--- src/rtl/gcfb_pkg.sv ---
// ----------------------------------------------------------------------------
// gcfb_pkg
// Shared field widths and controller/datapath interface types for the
// greedy conflict-free binning unit.
// ----------------------------------------------------------------------------
package gcfb_pkg;

	// fixed field widths of the input and result words
	localparam int ATOM_W  = 6;
	localparam int MASK_W  = 64;
	localparam int BIN_W   = 6;
	localparam int COUNT_W = 7;

	// commands from controller to datapath
	typedef struct packed {
		logic load;   // capture the input word
		logic scan;   // issue a bin read and check the previous one
		logic place;  // write the atom into the chosen bin, post result
	} ctl_cmd_t;

	// status from datapath to controller
	typedef struct packed {
		logic hit;        // checked bin holds no conflicting atom
		logic exhausted;  // last open bin checked without a fit
	} ctl_sts_t;

endpackage

--- src/rtl/gcfb_ram.sv ---
// ----------------------------------------------------------------------------
// gcfb_ram
// Generic single write port, single read port RAM with registered read data.
// ----------------------------------------------------------------------------
module gcfb_ram #(
	parameter int WIDTH = 64,
	parameter int DEPTH = 64
) (
	input  logic                                      clk,
	input  logic                                      we,
	input  logic [(DEPTH > 1 ? $clog2(DEPTH) : 1)-1:0] waddr,
	input  logic [WIDTH-1:0]                          wdata,
	input  logic [(DEPTH > 1 ? $clog2(DEPTH) : 1)-1:0] raddr,
	output logic [WIDTH-1:0]                          rdata
);

	logic [WIDTH-1:0] mem_q [DEPTH];
	logic [WIDTH-1:0] rdata_q;

	// write port
	always_ff @(posedge clk) begin
		if (we) begin
			mem_q[waddr] <= wdata;
		end
	end

	// registered read port
	always_ff @(posedge clk) begin
		rdata_q <= mem_q[raddr];
	end

	assign rdata = rdata_q;

endmodule

--- src/rtl/gcfb_ctrl.sv ---
// ----------------------------------------------------------------------------
// gcfb_ctrl
// Controller for the binning unit: takes a word, sequences the bin scan and
// the write-back, and reports busy.
// ----------------------------------------------------------------------------
module gcfb_ctrl (
	input  logic               clk,
	input  logic               arst_n,
	input  logic               start,
	input  logic               start_req,
	input  gcfb_pkg::ctl_sts_t sts,
	output gcfb_pkg::ctl_cmd_t cmd,
	output logic               busy
);

	typedef enum logic [2:0] {
		ST_IDLE  = 3'b001,
		ST_SCAN  = 3'b010,
		ST_PLACE = 3'b100
	} state_t;

	state_t state_q;
	state_t state_nx;

	// next state
	always_comb begin
		state_nx = state_q;
		case (state_q)
			ST_IDLE: begin
				if (start) begin
					state_nx = start_req ? ST_PLACE : ST_SCAN;
				end
			end
			ST_SCAN: begin
				if (sts.hit || sts.exhausted) begin
					state_nx = ST_PLACE;
				end
			end
			ST_PLACE: begin
				state_nx = ST_IDLE;
			end
			default: begin
				state_nx = ST_IDLE;
			end
		endcase
	end

	// state register
	always_ff @(posedge clk or negedge arst_n) begin
		if (!arst_n) begin
			state_q <= ST_IDLE;
		end else begin
			state_q <= state_nx;
		end
	end

	// datapath commands
	always_comb begin
		cmd.load  = (state_q == ST_IDLE) && start;
		cmd.scan  = (state_q == ST_SCAN);
		cmd.place = (state_q == ST_PLACE);
	end

	assign busy = (state_q != ST_IDLE);

endmodule

--- src/rtl/gcfb_datapath.sv ---
// ----------------------------------------------------------------------------
// gcfb_datapath
// Bin membership RAM with per-bin valid bits, scan pointers, open bin count,
// write-back logic and result registers.
// ----------------------------------------------------------------------------
module gcfb_datapath #(
	parameter int MAX_ATOMS = 64,
	parameter int MAX_BINS  = 64
) (
	input  logic                         clk,
	input  logic                         arst_n,
	input  gcfb_pkg::ctl_cmd_t           cmd,
	output gcfb_pkg::ctl_sts_t           sts,
	input  logic                         start_req,
	input  logic [gcfb_pkg::ATOM_W-1:0]  atom_id,
	input  logic [gcfb_pkg::MASK_W-1:0]  neighbor_mask,
	output logic                         done,
	output logic [gcfb_pkg::BIN_W-1:0]   bin_index,
	output logic [gcfb_pkg::COUNT_W-1:0] bins_in_use,
	output logic                         overflow
);

	localparam int BIN_AW = (MAX_BINS > 1) ? $clog2(MAX_BINS) : 1;
	localparam int OPEN_W = $clog2(MAX_BINS + 1);

	// captured word
	logic                 start_q;
	logic [MAX_ATOMS-1:0] mask_q;
	logic                 empty_q;
	logic [MAX_ATOMS-1:0] abit_q;

	// scan state
	logic [BIN_AW-1:0]    rd_ptr_q;
	logic [BIN_AW-1:0]    chk_ptr_q;
	logic                 rd_vld_q;
	logic [BIN_AW-1:0]    chosen_q;
	logic [MAX_ATOMS-1:0] old_q;
	logic                 newbin_q;

	// bin state
	logic [OPEN_W-1:0]    open_q;
	logic [OPEN_W-1:0]    open_nx;
	logic [MAX_BINS-1:0]  valid_q;

	// results
	logic                         done_q;
	logic [gcfb_pkg::BIN_W-1:0]   bin_q;
	logic [gcfb_pkg::COUNT_W-1:0] count_q;
	logic                         ovf_q;

	logic [MAX_ATOMS-1:0] in_mask;
	logic [MAX_ATOMS-1:0] in_abit;
	logic [BIN_AW-1:0]    last_bin;
	logic [MAX_ATOMS-1:0] rdata;
	logic [MAX_ATOMS-1:0] rdata_eff;
	logic                 ovf_w;
	logic                 we;
	logic [BIN_AW-1:0]    waddr;
	logic [MAX_ATOMS-1:0] wdata;

	// input word trimmed to the atom range
	assign in_mask  = neighbor_mask[MAX_ATOMS-1:0];
	assign in_abit  = {{(MAX_ATOMS-1){1'b0}}, 1'b1} << atom_id;
	assign last_bin = BIN_AW'(open_q - 1'b1);

	// membership store
	gcfb_ram #(
		.WIDTH (MAX_ATOMS),
		.DEPTH (MAX_BINS)
	) u_bin_ram (
		.clk   (clk),
		.we    (we),
		.waddr (waddr),
		.wdata (wdata),
		.raddr (rd_ptr_q),
		.rdata (rdata)
	);

	// a bin never written since the last clear reads as empty
	assign rdata_eff = valid_q[chk_ptr_q] ? rdata : '0;

	// fit check on the word read back in the previous cycle
	always_comb begin
		sts.hit       = rd_vld_q && (empty_q || ((rdata_eff & mask_q) == '0));
		sts.exhausted = rd_vld_q && !sts.hit && (chk_ptr_q == last_bin);
	end

	// write-back selection
	always_comb begin
		ovf_w = !start_q && newbin_q && (open_q == OPEN_W'(MAX_BINS));
		we    = cmd.place && !ovf_w;
		waddr = start_q ? '0 : chosen_q;
		wdata = start_q ? abit_q : (old_q | abit_q);
	end

	// open bin count after this placement
	always_comb begin
		open_nx = open_q;
		if (cmd.place) begin
			if (start_q) begin
				open_nx = OPEN_W'(1);
			end else if (we && newbin_q) begin
				open_nx = open_q + 1'b1;
			end
		end
	end

	// capture and scan registers
	always_ff @(posedge clk) begin
		if (cmd.load) begin
			start_q  <= start_req;
			mask_q   <= in_mask;
			empty_q  <= (in_mask == '0);
			abit_q   <= in_abit;
			rd_ptr_q <= (in_mask == '0) ? last_bin : '0;
		end else if (cmd.scan) begin
			chk_ptr_q <= rd_ptr_q;
			if (rd_ptr_q != last_bin) begin
				rd_ptr_q <= rd_ptr_q + 1'b1;
			end
			if (sts.hit) begin
				chosen_q <= chk_ptr_q;
				old_q    <= rdata_eff;
				newbin_q <= 1'b0;
			end else if (sts.exhausted) begin
				chosen_q <= BIN_AW'(open_q);
				old_q    <= '0;
				newbin_q <= 1'b1;
			end
		end
	end

	// read pipeline flag, open count, valid bits and done strobe
	always_ff @(posedge clk or negedge arst_n) begin
		if (!arst_n) begin
			rd_vld_q <= 1'b0;
			open_q   <= OPEN_W'(1);
			valid_q  <= '0;
			done_q   <= 1'b0;
		end else begin
			rd_vld_q <= cmd.scan;
			open_q   <= open_nx;
			done_q   <= cmd.place;
			if (cmd.place && start_q) begin
				valid_q <= MAX_BINS'(1);
			end else if (we) begin
				valid_q[chosen_q] <= 1'b1;
			end
		end
	end

	// result word
	always_ff @(posedge clk) begin
		if (cmd.place) begin
			bin_q   <= ovf_w ? '0 : gcfb_pkg::BIN_W'(waddr);
			count_q <= gcfb_pkg::COUNT_W'(open_nx);
			ovf_q   <= ovf_w;
		end
	end

	assign done        = done_q;
	assign bin_index   = bin_q;
	assign bins_in_use = count_q;
	assign overflow    = ovf_q;

endmodule

--- src/rtl/greedy_conflict_free_binning_unit.sv ---
// ----------------------------------------------------------------------------
// greedy_conflict_free_binning_unit
// Greedy first-fit binning of atoms so that no bin holds two interacting
// atoms.
// ----------------------------------------------------------------------------
// One word is taken when start is high and busy is low. A word with start_req
// set empties every bin and places its atom in bin 0; busy stays high for one
// cycle. Any other word scans the bin RAM one bin per cycle from bin 0
// until an open bin fits or the last open bin has been checked; a word
// with an empty neighbor mask goes straight to the newest bin. The result
// shows on bin_index, bins_in_use and overflow with done high for a single
// cycle as busy falls; the receiver must take it then. A new
// word may be given in that same cycle.
// ----------------------------------------------------------------------------
module greedy_conflict_free_binning_unit #(
	parameter int MAX_ATOMS = 64,
	parameter int MAX_BINS  = 64
) (
	input  logic                         clk,
	input  logic                         arst_n,
	input  logic                         start,
	output logic                         busy,
	input  logic                         start_req,
	input  logic [gcfb_pkg::ATOM_W-1:0]  atom_id,
	input  logic [gcfb_pkg::MASK_W-1:0]  neighbor_mask,
	output logic                         done,
	output logic [gcfb_pkg::BIN_W-1:0]   bin_index,
	output logic [gcfb_pkg::COUNT_W-1:0] bins_in_use,
	output logic                         overflow
);

	gcfb_pkg::ctl_cmd_t cmd;
	gcfb_pkg::ctl_sts_t sts;

	// sequencer
	gcfb_ctrl u_ctrl (
		.clk       (clk),
		.arst_n    (arst_n),
		.start     (start),
		.start_req (start_req),
		.sts       (sts),
		.cmd       (cmd),
		.busy      (busy)
	);

	// bin store and result path
	gcfb_datapath #(
		.MAX_ATOMS (MAX_ATOMS),
		.MAX_BINS  (MAX_BINS)
	) u_datapath (
		.clk           (clk),
		.arst_n        (arst_n),
		.cmd           (cmd),
		.sts           (sts),
		.start_req     (start_req),
		.atom_id       (atom_id),
		.neighbor_mask (neighbor_mask),
		.done          (done),
		.bin_index     (bin_index),
		.bins_in_use   (bins_in_use),
		.overflow      (overflow)
	);

endmodule

--- config.mk ---
export PLATFORM = sky130hd
export DESIGN_NAME = greedy_conflict_free_binning_unit
export DESIGN_NICKNAME = d
export VERILOG_FILES = /design/src/rtl/gcfb_pkg.sv /design/src/rtl/gcfb_ram.sv /design/src/rtl/gcfb_ctrl.sv /design/src/rtl/gcfb_datapath.sv /design/src/rtl/greedy_conflict_free_binning_unit.sv
export SDC_FILE = /design/constraint.sdc
export NUM_CORES = 2
export LEC_CHECK = 0
export BUFFER_PORTS_ARGS = -buffer_cell sky130_fd_sc_hd__buf_4
export CAP_MARGIN = 20
export CORE_ASPECT_RATIO = 0.5
export CORE_UTILIZATION = 35
export CTS_BUF_LIST = sky130_fd_sc_hd__clkbuf_4
export DETAILED_ROUTE_END_ITERATION = 7
export PLACE_DENSITY = 0.46
export SYNTH_ARGS = -nofsm -noshare
export SYNTH_HDL_FRONTEND = slang
export SYNTH_SLANG_ARGS = --single-unit
--- constraint.sdc ---
create_clock -name clk -period 18.98 [get_ports clk]
set_input_delay 2.847 -clock clk [delete_from_list [all_inputs] [get_ports clk]]
set_output_delay 2.847 -clock clk [all_outputs]
set_load 0.01 [all_outputs]
======== After elaboration in Yosys (flattened, before gate mapping) ========
Memories as Yosys holds them, arrays and structs flattened. A register that Yosys moved wholly into a read port is not among the register bits.
Index checks and enable logic that the tools add are counted.
word-level totals
  bits in writable memories ............... 4096
  input bits .............................. 74
  logic and storage cells ................. 90
  register bits ........................... 303
  memories ................................ 1
  output and inout port bits .............. 16
memories
  name                        depth  bits a word  rd ports  clocked after Yosys merged registers in  wr ports  RTL line        text
  u_datapath.u_bin_ram.mem_q  64     64           1         1                                        1         gcfb_ram.sv:17  logic [WIDTH-1:0] mem_q [DEPTH];
operators by class
  add/subtract/negate cells ............... 3
  reductions and logical operators ........ 25
  equality and inequality tests ........... 9
  shift-type cells ........................ 1
  bitwise logic cells ..................... 4
  mux-type cells .......................... 27
  order comparisons ....................... 3
operators with widths
  cell                                                  number
  two-way mux 64 bit                                    6
  zero test 64 bit                                      2
  OR 64 bit                                             2
  bitwise AND 64 bit                                    1
  << shifter 1 x 6 -> 64 bit (first input constant)     1
  two-way mux 6 bit                                     7
  two-way mux 7 bit                                     3
  < comparator 6 x 7 -> 1 bit (second input constant)   2
  logical AND 1 bit                                     10
  two-way mux 3 bit                                     3
  nonzero test 2 bit                                    4
  adder 7 x 1 -> 7 bit (second input constant)          1
  == test 7 bit (second input constant)                 1
  adder 6 x 1 -> 6 bit (second input constant)          1
  binary-select mux 1 bit (select 6 bit)                1
  demux 1 bit (select 6 bit)                            1
  == test 6 bit                                         1
  >= comparator 6 x 1 -> 1 bit (second input constant)  1
  inequality test 6 bit                                 1
  one-hot mux 3 bit (2 select lines)                    1
  AND reduction 2 bit                                   3
  subtractor 6 x 1 -> 6 bit (second input constant)     1
  two-way mux 1 bit                                     5
  inequality test 2 bit (second input constant)         2
  8 further kinds                                       11

======== Longest topological paths before layout ========
  word-level depth ........................ 13
  depth in mapped cells ................... 10
  mapped depth without buffers ............ 8

======== Hierarchy ========
From an unflattened synthesis, not the netlist that was laid out.
unflattened totals
  cell total of the unflattened synthesis .. 7557
  area, all modules ....................... 169148.5 um^2
by module, submodules not included
  module         area an instance (um^2)  instances  sequential area each (um^2)  cells each
  gcfb_ram       156348.7                 1          124279.2                     6598
  gcfb_datapath  12644.6                  1          8644.5                       946
  gcfb_ctrl      155.1                    1          76.3                         13

======== Least setup slack after synthesis ========
OpenSTA, ideal clock, no wires.
  path kind ............................... register to register
  start ................................... register u_datapath.open_q[0]
  end ..................................... memory u_datapath.u_bin_ram.mem_q[33][0], enable pin
  clock period less this slack ............ 8.533 ns
  stages on the path, launching flop included .. 9
  slack ................................... 10.447 ns
  library setup time ...................... 0.644 ns
  buffers on the path ..................... 2
  arrival time ............................ 7.890 ns
  required time ........................... 18.336 ns
  path through ............................ dfstp_2 clkbuf_1 inv_1 ha_1 nor4bb_1 a31oi_1 clkbuf_1 nand2_1 nor4_1
between the ends
  word-level cells in the longest chain between the ends .. 6
ends and longest elaborated chain
  element                                  RTL line              text
  from (decl)                              gcfb_datapath.sv:41   logic [OPEN_W-1:0] open_q;
  from (signal assigned)                   gcfb_datapath.sv:142  open_q <= open_nx;
  == test 7 bit                            gcfb_datapath.sv:90   ovf_w = !start_q && newbin_q && (open_q == OPEN_W'(MAX_BINS));
  logical AND 1 bit                        gcfb_datapath.sv:90
  zero test 1 bit                          gcfb_datapath.sv:91   we = cmd.place && !ovf_w;
  logical AND 1 bit                        gcfb_datapath.sv:91
  two-way mux 1 bit                        gcfb_ram.sv:22        if (we) begin
  two-way mux 1 bit (not written as such)  gcfb_ram.sv:23        mem_q[waddr] <= wdata;
  to (decl)                                gcfb_ram.sv:17
No other way between the ends.

==> flow_metrics.env <==
export IMPL_route_detailed_drc=0
export IMPL_clockBufferDepth=4
export IMPL_cts_hold_buffers=0
export IMPL_grt_max_degree=144
export IMPL_worstSetupStartpoint="u_datapath.rd_ptr_q[0]"
export IMPL_die_w_um=985
export IMPL_critPathLaunchType="register"
export IMPL_dpl_worst_slack_ns=12.42
export IMPL_nFillCells=42400
export IMPL_finClkSkew_ns=0.135
export IMPL_synthFlopType="edfxtp_1"
export IMPL_fin_crit_sh=0.334
export IMPL_overflow=0
export IMPL_outcome="finished, final reports clean"
export IMPL_grtUsageTotal=0.222
export IMPL_cts_made_buffers=1075
export IMPL_register_area_um2=133000
export IMPL_fin_total_pwr_uw=24400
export IMPL_path_max_fanout=37
export IMPL_peakVddDrop_mv=0.0976
export IMPL_clk_latency_ns=1.65
export IMPL_min_path_type="register to register"
export IMPL_maxCapViolations=0
export IMPL_routedWlPerCell_um=36.0
export IMPL_postCtsSetupBuffers=0
export IMPL_clock_sinks=4463
export IMPL_nets=8047
export IMPL_syn_to_final_growth_pct=14.1
export IMPL_rsz0062_at_grt="false"
export IMPL_crit_arrival_ns=7.77
export IMPL_grt_util_met2=0.337
export IMPL_relSlewSlack=0.172
export IMPL_start_util=0.353
export IMPL_r2r_start="u_datapath.rd_ptr_q[0]"
export IMPL_final_setup_worst_slack_ns=12.65
export IMPL_use_met1=0.327
export IMPL_synthArstFlopShare=0.0170
export IMPL_grt_use_met3=0.0502
export IMPL_antenna_found_initial=52
export IMPL_worst_path_max_delay_cell="buf_4"
export IMPL_postSynthCellCount=6862
export IMPL_mostFrequentLayoutCell="edfxtp_1"
export IMPL_first_pass_iters=5
export IMPL_drive_gt1_frac=0.404
export IMPL_ios=90
export IMPL_routed_wl_mm=546
export IMPL_dpl_cell_area_um2=179000
export IMPL_path_class="register to register"
export IMPL_p_per_area_nw_per_um2=127
export IMPL_setup_violations_final=0
export IMPL_grt_pass1_vias=84800
export IMPL_dieArea_um2=486000
export IMPL_final_cell_mix="edfxtp_1, clkbuf_4, mux4_2, buf_4, nor2_1"
export IMPL_synth_seq_cells=4463
export IMPL_die_h_um=493
export IMPL_max_slew_worst_pin_slew_ns=1.23
export IMPL_path_clk_slew_ns=0.08
export IMPL_leakage_uw=0.0603
export IMPL_design_area_um2=193000
export IMPL_multi_input_area_um2=34900
export IMPL_syn_nets=6940
export IMPL_vias=83800
export IMPL_ys_seq_area_frac=0.787
export IMPL_numPortBuffers=89
export IMPL_setup_tns_final_ns=0
export IMPL_cp_end_kind="register"
export IMPL_grt_pass1_wl_mm=734
export IMPL_hpwl_mm=280
export IMPL_synth_edf_count=4323
export IMPL_finalMaxSlewViolations=0
export IMPL_finalCriticalPeriod_ns=6.33
export IMPL_synth_distinct_cells=55
export IMPL_cp_common_cell="buf_4"
export IMPL_synth_avg_cell_area_um2=24.6
export IMPL_yosysWarnings=0
export IMPL_cts_resized=0
export IMPL_core_area_um2=478000
export IMPL_crit_chain="buf_16, buf_4, buf_4, buf_4, buf_4, buf_4, mux4_2, mux4_2, mux4_2"
export IMPL_required_ns=20.42
export IMPL_max_freq_mhz=158
export IMPL_rows=179
export IMPL_critPathMaxStageDelay_ns=0.75
export IMPL_postRouteAntennaNets=0
export IMPL_ctsRootBufferMaster="clkbuf_4"
export IMPL_netlist_area_um2=169000
export IMPL_timing_hold_violations_final=0
export IMPL_worst_hold_startpoint="u_datapath.valid_q[63]"
export IMPL_cts_htree_levels=7
export IMPL_first_iter_violations=11100
export IMPL_via_per_inst=5.53
export IMPL_place_gp_congestion=0.762
export IMPL_grt_busiest_layer="met2"
export IMPL_cts_tree="built"
## kinds of logic after synthesis
kind of cell,count (synthesis),synth area share
compound gates,193,0.00781
xor+xnor,26,0.00143
fa+ha+maj,4,0.000296
buf+inv,369,0.00924
flops,4463,0.787
mux,1373,0.182
simple gates,434,0.0124
## per-layer routing
layer | vias to the layer above | part of all wire
met4 | 4 | 0.019
li1 | 32600 | -
met1 | 46700 | 0.44
met5 | - | 0.000049
met2 | 3878 | 0.46
met3 | 647 | 0.081
## metrics by stage
step,instances,hold WS [ns],util
2_1_floorplan,6862,0.424,-
3_3_place_gp,13300,0.472,0.375
3_5_place_dp,13300,0.473,0.375
4_1_cts,15100,0.501,0.403
5_1_grt,15100,0.515,0.403
6_report,15200,0.496,0.403
## critical path: cells and delay by family (launching register included)
family                 cells  cell delay, ns
buffers and inverters      6            3.69
DFF                        1            0.73
muxes                      3            1.56
## where the power goes
group          internal, µW  switching [µW]  leakage [µW]
registers             11300             276        0.0400
clock network          4050            3960       0.00806
logic                  2220            2580        0.0123
total                 17600            6820        0.0603
## registers in the layout, indices dropped and copies added, names as in the netlist, 7 cells and up
signal,count
u_datapath.u_bin_ram.mem_q,4096
u_datapath.u_bin_ram.rdata,64
u_datapath.open_q,7
u_datapath.abit_q,64
u_datapath.old_q,64
u_datapath.bins_in_use,7
u_datapath.valid_q,64
u_datapath.mask_q,64
## path summary, 6_finish.rpt
check | end | cells after the start | slack [ns]
setup reg to reg | u_datapath.u_bin_ram.rdata[55] | 9 | 12.65
hold / removal | u_datapath.valid_q[63] | 2 | 0.50
max in group asynchronous | u_datapath.open_q[5] | 2 | 16.78
hold reg to reg | u_datapath.valid_q[63] | 2 | 0.50
setup / recovery | u_datapath.u_bin_ram.rdata[55] | 9 | 12.65
min in group asynchronous | u_datapath.open_q[3] | 1 | 1.17
## synthesized netlist by cell type, types with 5 or more instances
| cell type | n | area, µm² |
|---|---|---|
| nand2_1 | 39 | 146 |
| nand2b_1 | 9 | 56.3 |
| a21oi_1 | 64 | 320 |
| a22oi_1 | 22 | 165 |
| clkbuf_1 | 222 | 833 |
| a21o_1 | 65 | 488 |
| buf_1 | 21 | 78.8 |
| dfrtp_1 | 74 | 1850 |
| nor2_1 | 213 | 800 |
| nor3_1 | 11 | 55.1 |
| o21ai_0 | 6 | 30.0 |
| mux4_2 | 1352 | 30400 |
| buf_6 | 5 | 56.3 |
| nor4_1 | 22 | 138 |
| inv_1 | 14 | 52.6 |
| a22o_1 | 11 | 96.3 |
| mux2i_1 | 17 | 170 |
| nor2b_1 | 11 | 68.8 |
| dfxtp_1 | 64 | 1280 |
| edfxtp_1 | 4323 | 130000 |
| nand4_1 | 12 | 75.1 |
| nand3_1 | 15 | 75.1 |
| and4_1 | 7 | 61.3 |
| a221oi_1 | 8 | 70.1 |
| buf_2 | 105 | 526 |
| a31oi_1 | 6 | 37.5 |
| and2_1 | 72 | 450 |
| nor3b_1 | 6 | 45.0 |
| xor2_1 | 13 | 114 |
| xnor2_1 | 12 | 105 |
## final cells by class
| class | count | share of cell area |
|---|---|---|
| multi-input cells | 2030 | 0.181 |
| diodes | 14 | 0.000182 |
| inverters | 14 | 0.000325 |
| flip-flops and latches | 4463 | 0.690 |
| well taps | 6425 | 0.0417 |
| clock buffers | 1604 | 0.0625 |
| clock inverters | 221 | 0.00706 |
| repair buffers | 385 | 0.0169 |
Power figures use the tool's default switching activity.
